**config.mk**
```make
export PLATFORM = sky130hd
export DESIGN_NAME = cbpe_div
export DESIGN_NICKNAME = d
export VERILOG_FILES = /design/src/cbpe_pkg.sv /design/src/cbpe_div.sv
export SDC_FILE = /design/constraint.sdc
export NUM_CORES = 1
export LEC_CHECK = 0
export ABC_AREA = 1
export BUFFER_PORTS_ARGS = -buffer_cell sky130_fd_sc_hd__buf_2
export CAP_MARGIN = 20
export CORE_ASPECT_RATIO = 2
export CORE_MARGIN = 4
export CORE_UTILIZATION = 58
export DETAILED_ROUTE_END_ITERATION = 16
export PLACE_DENSITY = 0.78
export SYNTH_ARGS = -nofsm -noshare
export SYNTH_HDL_FRONTEND = slang
export SYNTH_SLANG_ARGS = --single-unit
```
**constraint.sdc**
```tcl
create_clock -name clk_i -period 4.7 [get_ports clk_i]
set_clock_uncertainty 0.05 [all_clocks]
set_input_delay 0.235 -clock clk_i [delete_from_list [all_inputs] [get_ports clk_i]]
set_output_delay 0.235 -clock clk_i [all_outputs]
set_load 0.01 [all_outputs]
```
**src/cbpe_pkg.sv**
```systemverilog
// ----------------------------------------------------------------------------
// cbpe_pkg
// Shared constants and types for the cubic Bezier point evaluator.
// ----------------------------------------------------------------------------
package cbpe_pkg;

  // Coordinate width default (signed Q12.4 at 16 bits)
  localparam int unsigned CoordWidthDef = 16;

  // Segment count is clamped to this before t is formed
  localparam int unsigned MaxSegments = 1024;

  // Input fields
  localparam int unsigned CntWidth = 11;
  localparam int unsigned InDataW  = ((2 * CntWidth + 7) / 8) * 8;

  // Curve parameter t: Q1.16, with one integer bit so that t = 1 is exact
  localparam int unsigned TFracBits = 16;
  localparam int unsigned TWidth    = TFracBits + 1;
  localparam logic [TWidth-1:0] TOne = TWidth'(1) << TFracBits;

  // t / u products (Q2.32) and Bernstein weights (Q1.48, at most 2^48)
  localparam int unsigned SqWidth     = 2 * TWidth;
  localparam int unsigned WeightWidth = 3 * TFracBits + 1;
  localparam int unsigned WLoBits     = 24;
  localparam int unsigned WHiBits     = WeightWidth - WLoBits;
  localparam int unsigned RoundBit    = 3 * TFracBits - 1;

  // Divider: quotient bits resolved per pipeline stage
  localparam int unsigned DivBitsPerStage = 3;
  localparam int unsigned DivSteps = (TWidth + DivBitsPerStage - 1) / DivBitsPerStage;

  // Configuration registers
  localparam int unsigned NumRegs  = 8;
  localparam int unsigned RegIdxW  = $clog2(NumRegs);
  localparam int unsigned NumAxes  = 2;
  localparam int unsigned NumPts   = 4;

  typedef enum logic [RegIdxW-1:0] {
    REG_START_X,
    REG_START_Y,
    REG_CTRL_A_X,
    REG_CTRL_A_Y,
    REG_CTRL_B_X,
    REG_CTRL_B_Y,
    REG_END_X,
    REG_END_Y
  } cbpe_reg_e;

endpackage

```
**src/cbpe_div.sv**
```systemverilog
// ----------------------------------------------------------------------------
// cbpe_div
// Pipelined restoring divider: t = round(index * 2^16 / count), three
// quotient bits per stage, with index and count clamping up front.
// ----------------------------------------------------------------------------
module cbpe_div
  import cbpe_pkg::*;
(
  input  logic                clk_i,
  input  logic                rst_ni,
  input  logic                in_valid_i,
  output logic                in_ready_o,
  input  logic [CntWidth-1:0] idx_i,
  input  logic [CntWidth-1:0] cnt_i,
  output logic                out_valid_o,
  input  logic                out_ready_i,
  output logic [TWidth-1:0]   t_o
);

  typedef struct packed {
    logic [CntWidth-1:0] rem;
    logic [TWidth-1:0]   num;
    logic [TWidth-1:0]   quo;
    logic [CntWidth-1:0] cnt;
    logic                zero;
  } div_stage_t;

  localparam int unsigned NStages = DivSteps + 1;

  div_stage_t          r_q [NStages];
  div_stage_t          prep;
  logic [NStages-1:0]  v_q;
  logic [NStages-1:0]  en;
  logic [CntWidth-1:0] cnt_sat;
  logic [CntWidth-1:0] idx_sat;

  function automatic div_stage_t div_step(div_stage_t s, int unsigned first_bit);
    logic [CntWidth:0] trial;
    div_stage_t        r;
    r = s;
    for (int unsigned b = 0; b < DivBitsPerStage; b++) begin
      if (first_bit + b < TWidth) begin
        trial = {r.rem, r.num[TWidth-1]};
        r.num = r.num << 1;
        if (trial >= {1'b0, r.cnt}) begin
          r.rem = CntWidth'(trial - {1'b0, r.cnt});
          r.quo = {r.quo[TWidth-2:0], 1'b1};
        end else begin
          r.rem = trial[CntWidth-1:0];
          r.quo = {r.quo[TWidth-2:0], 1'b0};
        end
      end
    end
    return r;
  endfunction

  // Numerator is index * 2^16 + count/2. Its bits above the quotient range
  // reduce to index/2, which is already below count, so it seeds the
  // remainder and only 17 numerator bits remain to shift through.
  always_comb begin
    cnt_sat = cnt_i;
    if (32'(cnt_i) > MaxSegments) begin
      cnt_sat = CntWidth'(MaxSegments);
    end
    idx_sat = (idx_i > cnt_sat) ? cnt_sat : idx_i;
    prep.rem  = idx_sat >> 1;
    prep.num  = {idx_sat[0], TFracBits'(cnt_sat >> 1)};
    prep.quo  = '0;
    prep.cnt  = cnt_sat;
    prep.zero = (cnt_sat == '0);
  end

  always_comb begin
    en[NStages-1] = !v_q[NStages-1] || out_ready_i;
    for (int k = NStages - 2; k >= 0; k--) begin
      en[k] = !v_q[k] || en[k+1];
    end
  end

  always_ff @(posedge clk_i or negedge rst_ni) begin
    if (!rst_ni) begin
      v_q <= '0;
    end else begin
      if (en[0]) begin
        v_q[0] <= in_valid_i;
      end
      for (int unsigned k = 1; k < NStages; k++) begin
        if (en[k]) begin
          v_q[k] <= v_q[k-1];
        end
      end
    end
  end

  always_ff @(posedge clk_i) begin
    if (en[0]) begin
      r_q[0] <= prep;
    end
    for (int unsigned k = 1; k < NStages; k++) begin
      if (en[k]) begin
        r_q[k] <= div_step(r_q[k-1], (k - 1) * DivBitsPerStage);
      end
    end
  end

  assign in_ready_o  = en[0];
  assign out_valid_o = v_q[NStages-1];
  assign t_o         = r_q[NStages-1].zero ? '0 : r_q[NStages-1].quo;

  a_t_range: assert property (@(posedge clk_i) disable iff (!rst_ni)
    out_valid_o |-> t_o <= TOne)
    else $error("t above one");

  a_rem_below_cnt: assert property (@(posedge clk_i) disable iff (!rst_ni)
    v_q[NStages-1] && !r_q[NStages-1].zero |-> r_q[NStages-1].rem < r_q[NStages-1].cnt)
    else $error("divider remainder not below count");

endmodule

```
==> summary.md, run 1 <==
| Metric | Value |
|---|---|
| Post-Syn Instances | `2,341` |
| Synth Register Bits | `~210` |
| First error | `[ERROR GRT-0116] Global routing finished with congestion. Check the congestion regions in the DRC Viewer.` |
| Largest net degree at the start of global routing | `40` |
| First-pass GRT wire length | `133,000 µm` |
| Fail Step | `global routing (5_1_grt)` |
| Htree depth | `1` |
| CTS Buf Count | `20` |
| Clock Sinks | `208` |
| Grt total ovfl | `27` |
| HPWL after detailed placement | `52,200 µm` |
| Vias in the first global route | `roughly 24,000` |
| Synth Warn # | `0` |
| Post-synthesis mux area share | `0%` |
| Synth Net Count | `2,575` |
| Status | `did not finish` |
| Die H | `258 µm` |
| I/O pin total | `45` |
| Avg Cell Area, Syn | `slightly below 8 µm²` |
| Synth Area in XOR/XNOR | `5.61%` |
| Total GRT Usage | `50.5%` |
| Root buffer cell | `clkbuf_16` |
| Initial Utilization | `58.7%` |
| Synth Area in Compound Gates | `9.43%` |
| Post-synthesis simple-gate area fraction | `27.2%` |
| Post-Synth Adder-Cell Area | `14.9%` |
| Port-buffer cells | `44` |
| Chip Width | `133 µm` |
| Largest family of logic cells by synthesized area | `simple AND/OR/NAND/NOR gates` |
| Post-synthesis sequential area ratio | `between 30% and 40%` |
| Cell area after synthesis | `18,100 µm²` |
| Bufs on Longest Clock Path | `3` |
| Gpl congestion | `1.02` |
| Post-synthesis cell type count | `54` |
| Site Rows | `91` |
[per-stage QoR]
| step | cell area, µm² | hold WS, ps | cells | setup WS, ps |
|---|---|---|---|---|
| floorplan | 18500 | -111 | 2341 | -68.8 |
| global placement | 23400 | 16.2 | 3357 | -753 |
| detailed placement | 23400 | 32.3 | 3357 | -880 |
| CTS | 27500 | 11.5 | 3536 | -121 |
[logic make-up after synthesis]
kind of cell               after synthesis
xor gates and xnor gates               116
and+or+nand+nor                       1146
buffers and inverters                  373
adders and majority gates              208
DFF                                    208
AOI/OAI and AO/OA                      290
[synthesized netlist by cell type (all sizes together)]
master	n	area share, %
nand2	712	15
inv	334	6.9
edfxtp	201	33
ha	195	13
nor2	195	4.3
nand3	153	4.8
a21oi	149	4.3
o21ai	88	2.9
xor2	69	3.3
xnor2	47	2.3
buf	33	1.5
nand4	33	1.2
nor3	19	0.61
or2	17	0.59
fa	13	1.4
o21bai	13	0.54
nand3b	12	0.52
a21o	9	0.37
o21a	9	0.37
dfrtp	7	0.97
a21boi	6	0.25
a31oi	5	0.17
clkbuf	5	0.10
nor4	4	0.14
o2111ai	4	0.19
o41ai	3	0.15
a211oi	2	0.083
a221oi	1	0.048
and2	1	0.035
clkinv	1	0.021
o31ai	1	0.041
[per-layer routing]
| layer | GRT overflow | GRT usage (%) |
|---|---|---|
| met5 | 0 | 2.34 |
| met4 | 13 | 55.9 |
| met3 | 0 | 22.9 |
| met2 | 14 | 82.0 |
| met1 | 0 | 42.0 |
[repair_timing]
item,CTS
gates cloned,12
endpoints found under the setup margin,60
pin swaps,159
hold endpoints to repair,18
setup buffers,119
hold buffers,13
resized for setup,480
==> run 2: changes to the inputs <==
- CORE_ASPECT_RATIO: 2 -> unset
- CORE_UTILIZATION: 58 -> 40
- PLACE_DENSITY: 0.78 -> unset
- PLACE_DENSITY_LB_ADDON: unset -> 0.15
- clock period: 4.7 -> 6.1 ns (I/O delays scaled with it)
==> run 2 against run 1 <==
Effect of this change: synthesized cell count unchanged; the run now ends clean; area after synthesis unchanged.
==> summary.md, run 2 <==
| Metric | Value |
|---|---|
| Reg-to-reg critical path startpoint | `r_q[4][1]` |
| Top cell type by total area after synthesis | `edfxtp_1` |
| Total GRT Usage | `between 10% and 20%` |
| Worst slew margin | `38.3%` |
| Layout area overhead | `11.6%` |
| CP Buf/Inv Count | `2` |
| Final non-filler cell area | `20,200 µm²` |
| Min Clock Period, post-route | `5750 ps` |
| Die H | `221 µm` |
| Root buffer cell | `clkbuf_16` |
| Async set-reset flop share out of synthesis | `3.37%` |
| Synth Net Count | `2,575` |
| Max Slew Vio Count | `0` |
| Site Rows | `77` |
| Vias in the first global route | `14,700` |
| Initial antenna violation count | `0` |
| CTS tree | `done` |
| Top reg by flops | `r_q` |
| Bufs on Longest Clock Path | `3` |
| Final Instance Count excl. Fillers | `3,040` |
| Vias/cell | `a little over 5` |
| Crit Path Category | `reg -> reg` |
| Startpoint types | `register` |
| Grt total ovfl | `0` |
| Area fraction of the dominant cell type after synthesis | `33.3%` |
| Nets@finish | `2,662` |
| Crit path max fanout | `13` |
| Router iterations before antenna repair | `6` |
| # DRC | `0` |
| Chip Width | `221 µm` |
| Most numerous cell in the Yosys netlist | `nand2_1` |
| Critical Path Sink Type | `register` |
| Final setup violation count | `0` |
| Synth cell count leaders | `695 x nand2_1, 322 x inv_1, 201 x edfxtp_1, 195 x ha_1, 185 x nor2_1` |
| Worst EP required | `6490 ps` |
| Clock slew at reported path FFs | `60 ps` |
| Top FF cell, synth | `edfxtp_1` |
| Final worst-path cycle share | `94.2%` |
| Fmax | `around 170 MHz` |
| Pre-CTS setup slack | `-154 ps` |
| Fin Setup TNS | `0 ps` |
| HPWL after detailed placement | `38,600 µm` |
| Crit path largest cell delay | `480 ps` |
| Most common cell after layout, fill and taps aside | `nand2_1` |
| Largest net degree at the start of global routing | `40` |
| Initial DRC count | `1,017` |
| Routed vias | `15,400` |
| Total die area | `48,800 µm²` |
| Post-synthesis sequential area ratio | `34.3%` |
| Number of flops mapped to enable cells by yosys | `201` |
| Fillers | `about 4,500` |
| Worst slew pin tran | `925 ps` |
| Clock Sinks | `approximately 210` |
| Commonest cells after routing, fill and taps aside | `693 x nand2_1, 321 x inv_1, 201 x edfxtp_1` |
| Synth Warn # | `0` |
| Biggest regs | `r_q: 201 flops, v_q: 7 flops` |
| Cell repeated most along the worst path | `nand2_1` |
| WP data arrival | `6140 ps` |
| Placed Cells incl. Taps | `2,966` |
| CTS Buf Count | `26` |
| Area post-placement | `19,000 µm²` |
| Worst r2r dst | `r_q[5][56]` |
| Hold path cells | `3` |
| Layout cell share with drive strength beyond 1 | `10.0%` |
| Port-buffer cells | `44` |
| HP Class | `in -> reg` |
| Post-Syn Instances | `2,341` |
| Htree depth | `1` |
| Reg2Reg Depth | `29` |
| WL final | `slightly below 50,000 µm` |
| Synth area leaders | `edfxtp_1 33%, nand2_1 14%, ha_1 13%` |
| Setup slack, reg-to-reg | `350 ps` |
| Avg Cell Area, Syn | `roughly 7.7 µm²` |
| Hold Path Sink | `r_q[0][50]` |
| First-pass GRT wire length | `78,200 µm` |
| Core box area | `44,500 µm²` |
| Routed Antenna Nets | `0` |
| Gpl congestion | `a little under 0.9` |
| Diode count | `0` |
| Initial Utilization | `40.7%` |
| I/O pin total | `45` |
| Post-synthesis cell type count | `54` |
| Synth Register Bits | `208` |
| CP top delay family | `simple AND/OR/NAND/NOR gates` |
| Status | `completed` |
| Hold path start | `idx_i[5]` |
| Final Hold Fails | `0` |
| Critical path's slowest cell | `edfxtp_1` |
| Largest register FFs | `201` |
| Clock latency on the worst-skew pair | `570 ps` |
| Max Cap Viol | `0` |
| Cell area after synthesis | `18,100 µm²` |
| Routed length per instance | `16.1 µm` |
| Worst setup margin | `351 ps` |
-- run 2: cell counts after synthesis --
Identical to the previous run, type by type.
-- run 2: what timing repair did --
item                                    CTS  global route
endpoints found under the setup margin   23            45
hold endpoints to repair                 12             0
hold buffers                              5             0
gates cloned                              0             1
gates resized for setup                   4            17
pin swaps                                 0             5
setup buffers                             1            17
-- run 2: cell families (layout without fill, tap and decap cells) --
logic type / count (synthesis) / after routing / synth area share (%)
AOI/OAI and AO/OA: 290 / 290 / 9.43
and+or+nand+nor: 1146 / 1147 / 27.2
buffers and inverters: 373 / 479 / 8.55
adders and majority gates: 208 / 208 / 14.9
xor gates and xnor gates: 116 / 116 / 5.61
DFF: 208 / 208 / 34.3
-- run 2: through the flow --
step / util [%] / hold slack [ps]
floorplan: - / -40.6
global placement: 42.7 / 98.9
detailed placement: 42.7 / 104
CTS: 44.8 / 2.04
global route: 45.4 / 34.7
finish: 45.4 / 24.0
-- run 2: worst max-delay path by stage --
stage	from	endpoint	cells past startpoint
after floorplan	v_q[6]	r_q[0][0]	13
after global placement	r_q[0][1]	r_q[1][52]	32
after detailed placement	r_q[0][1]	r_q[1][48]	34
after CTS	r_q[4][1]	r_q[5][47]	28
after global routing	r_q[4][1]	r_q[5][53]	29
final	r_q[4][1]	r_q[5][56]	29
-- run 2: layout make-up --
cell class | count | area, µm² | area share (%)
clock inverter | 18 | 195 | 0.965
sequential | 208 | 6210 | 30.7
multi-input combinational | 1761 | 10400 | 51.7
inverter | 335 | 1270 | 6.26
clock buffer | 30 | 686 | 3.39
timing repair buffer | 96 | 676 | 3.34
tap | 592 | 741 | 3.66
-- run 2: per-layer routing --
layer / GRT usage (%) / up-vias / share of wire [%]
met3: 2.01 / 47 / 4.2
met5: 0 / - / 0
met2: 33.2 / 304 / 47
met4: 3.56 / 0 / 1.4
met1: 27.0 / 7169 / 47
li1: - / 7893 / -
-- run 2: worst reg2reg max path, delay by kind of cell, from the launching register on --
family          cells  cell delay (ps)
compound gates      9             1580
flops               1              480
buf+inv             2              300
simple gates       14             1820
fa+ha+maj           4             1420
Power of run 2 is not shown: default switching activity piles up to over one toggle a cycle in this logic, so the estimate is an artifact.
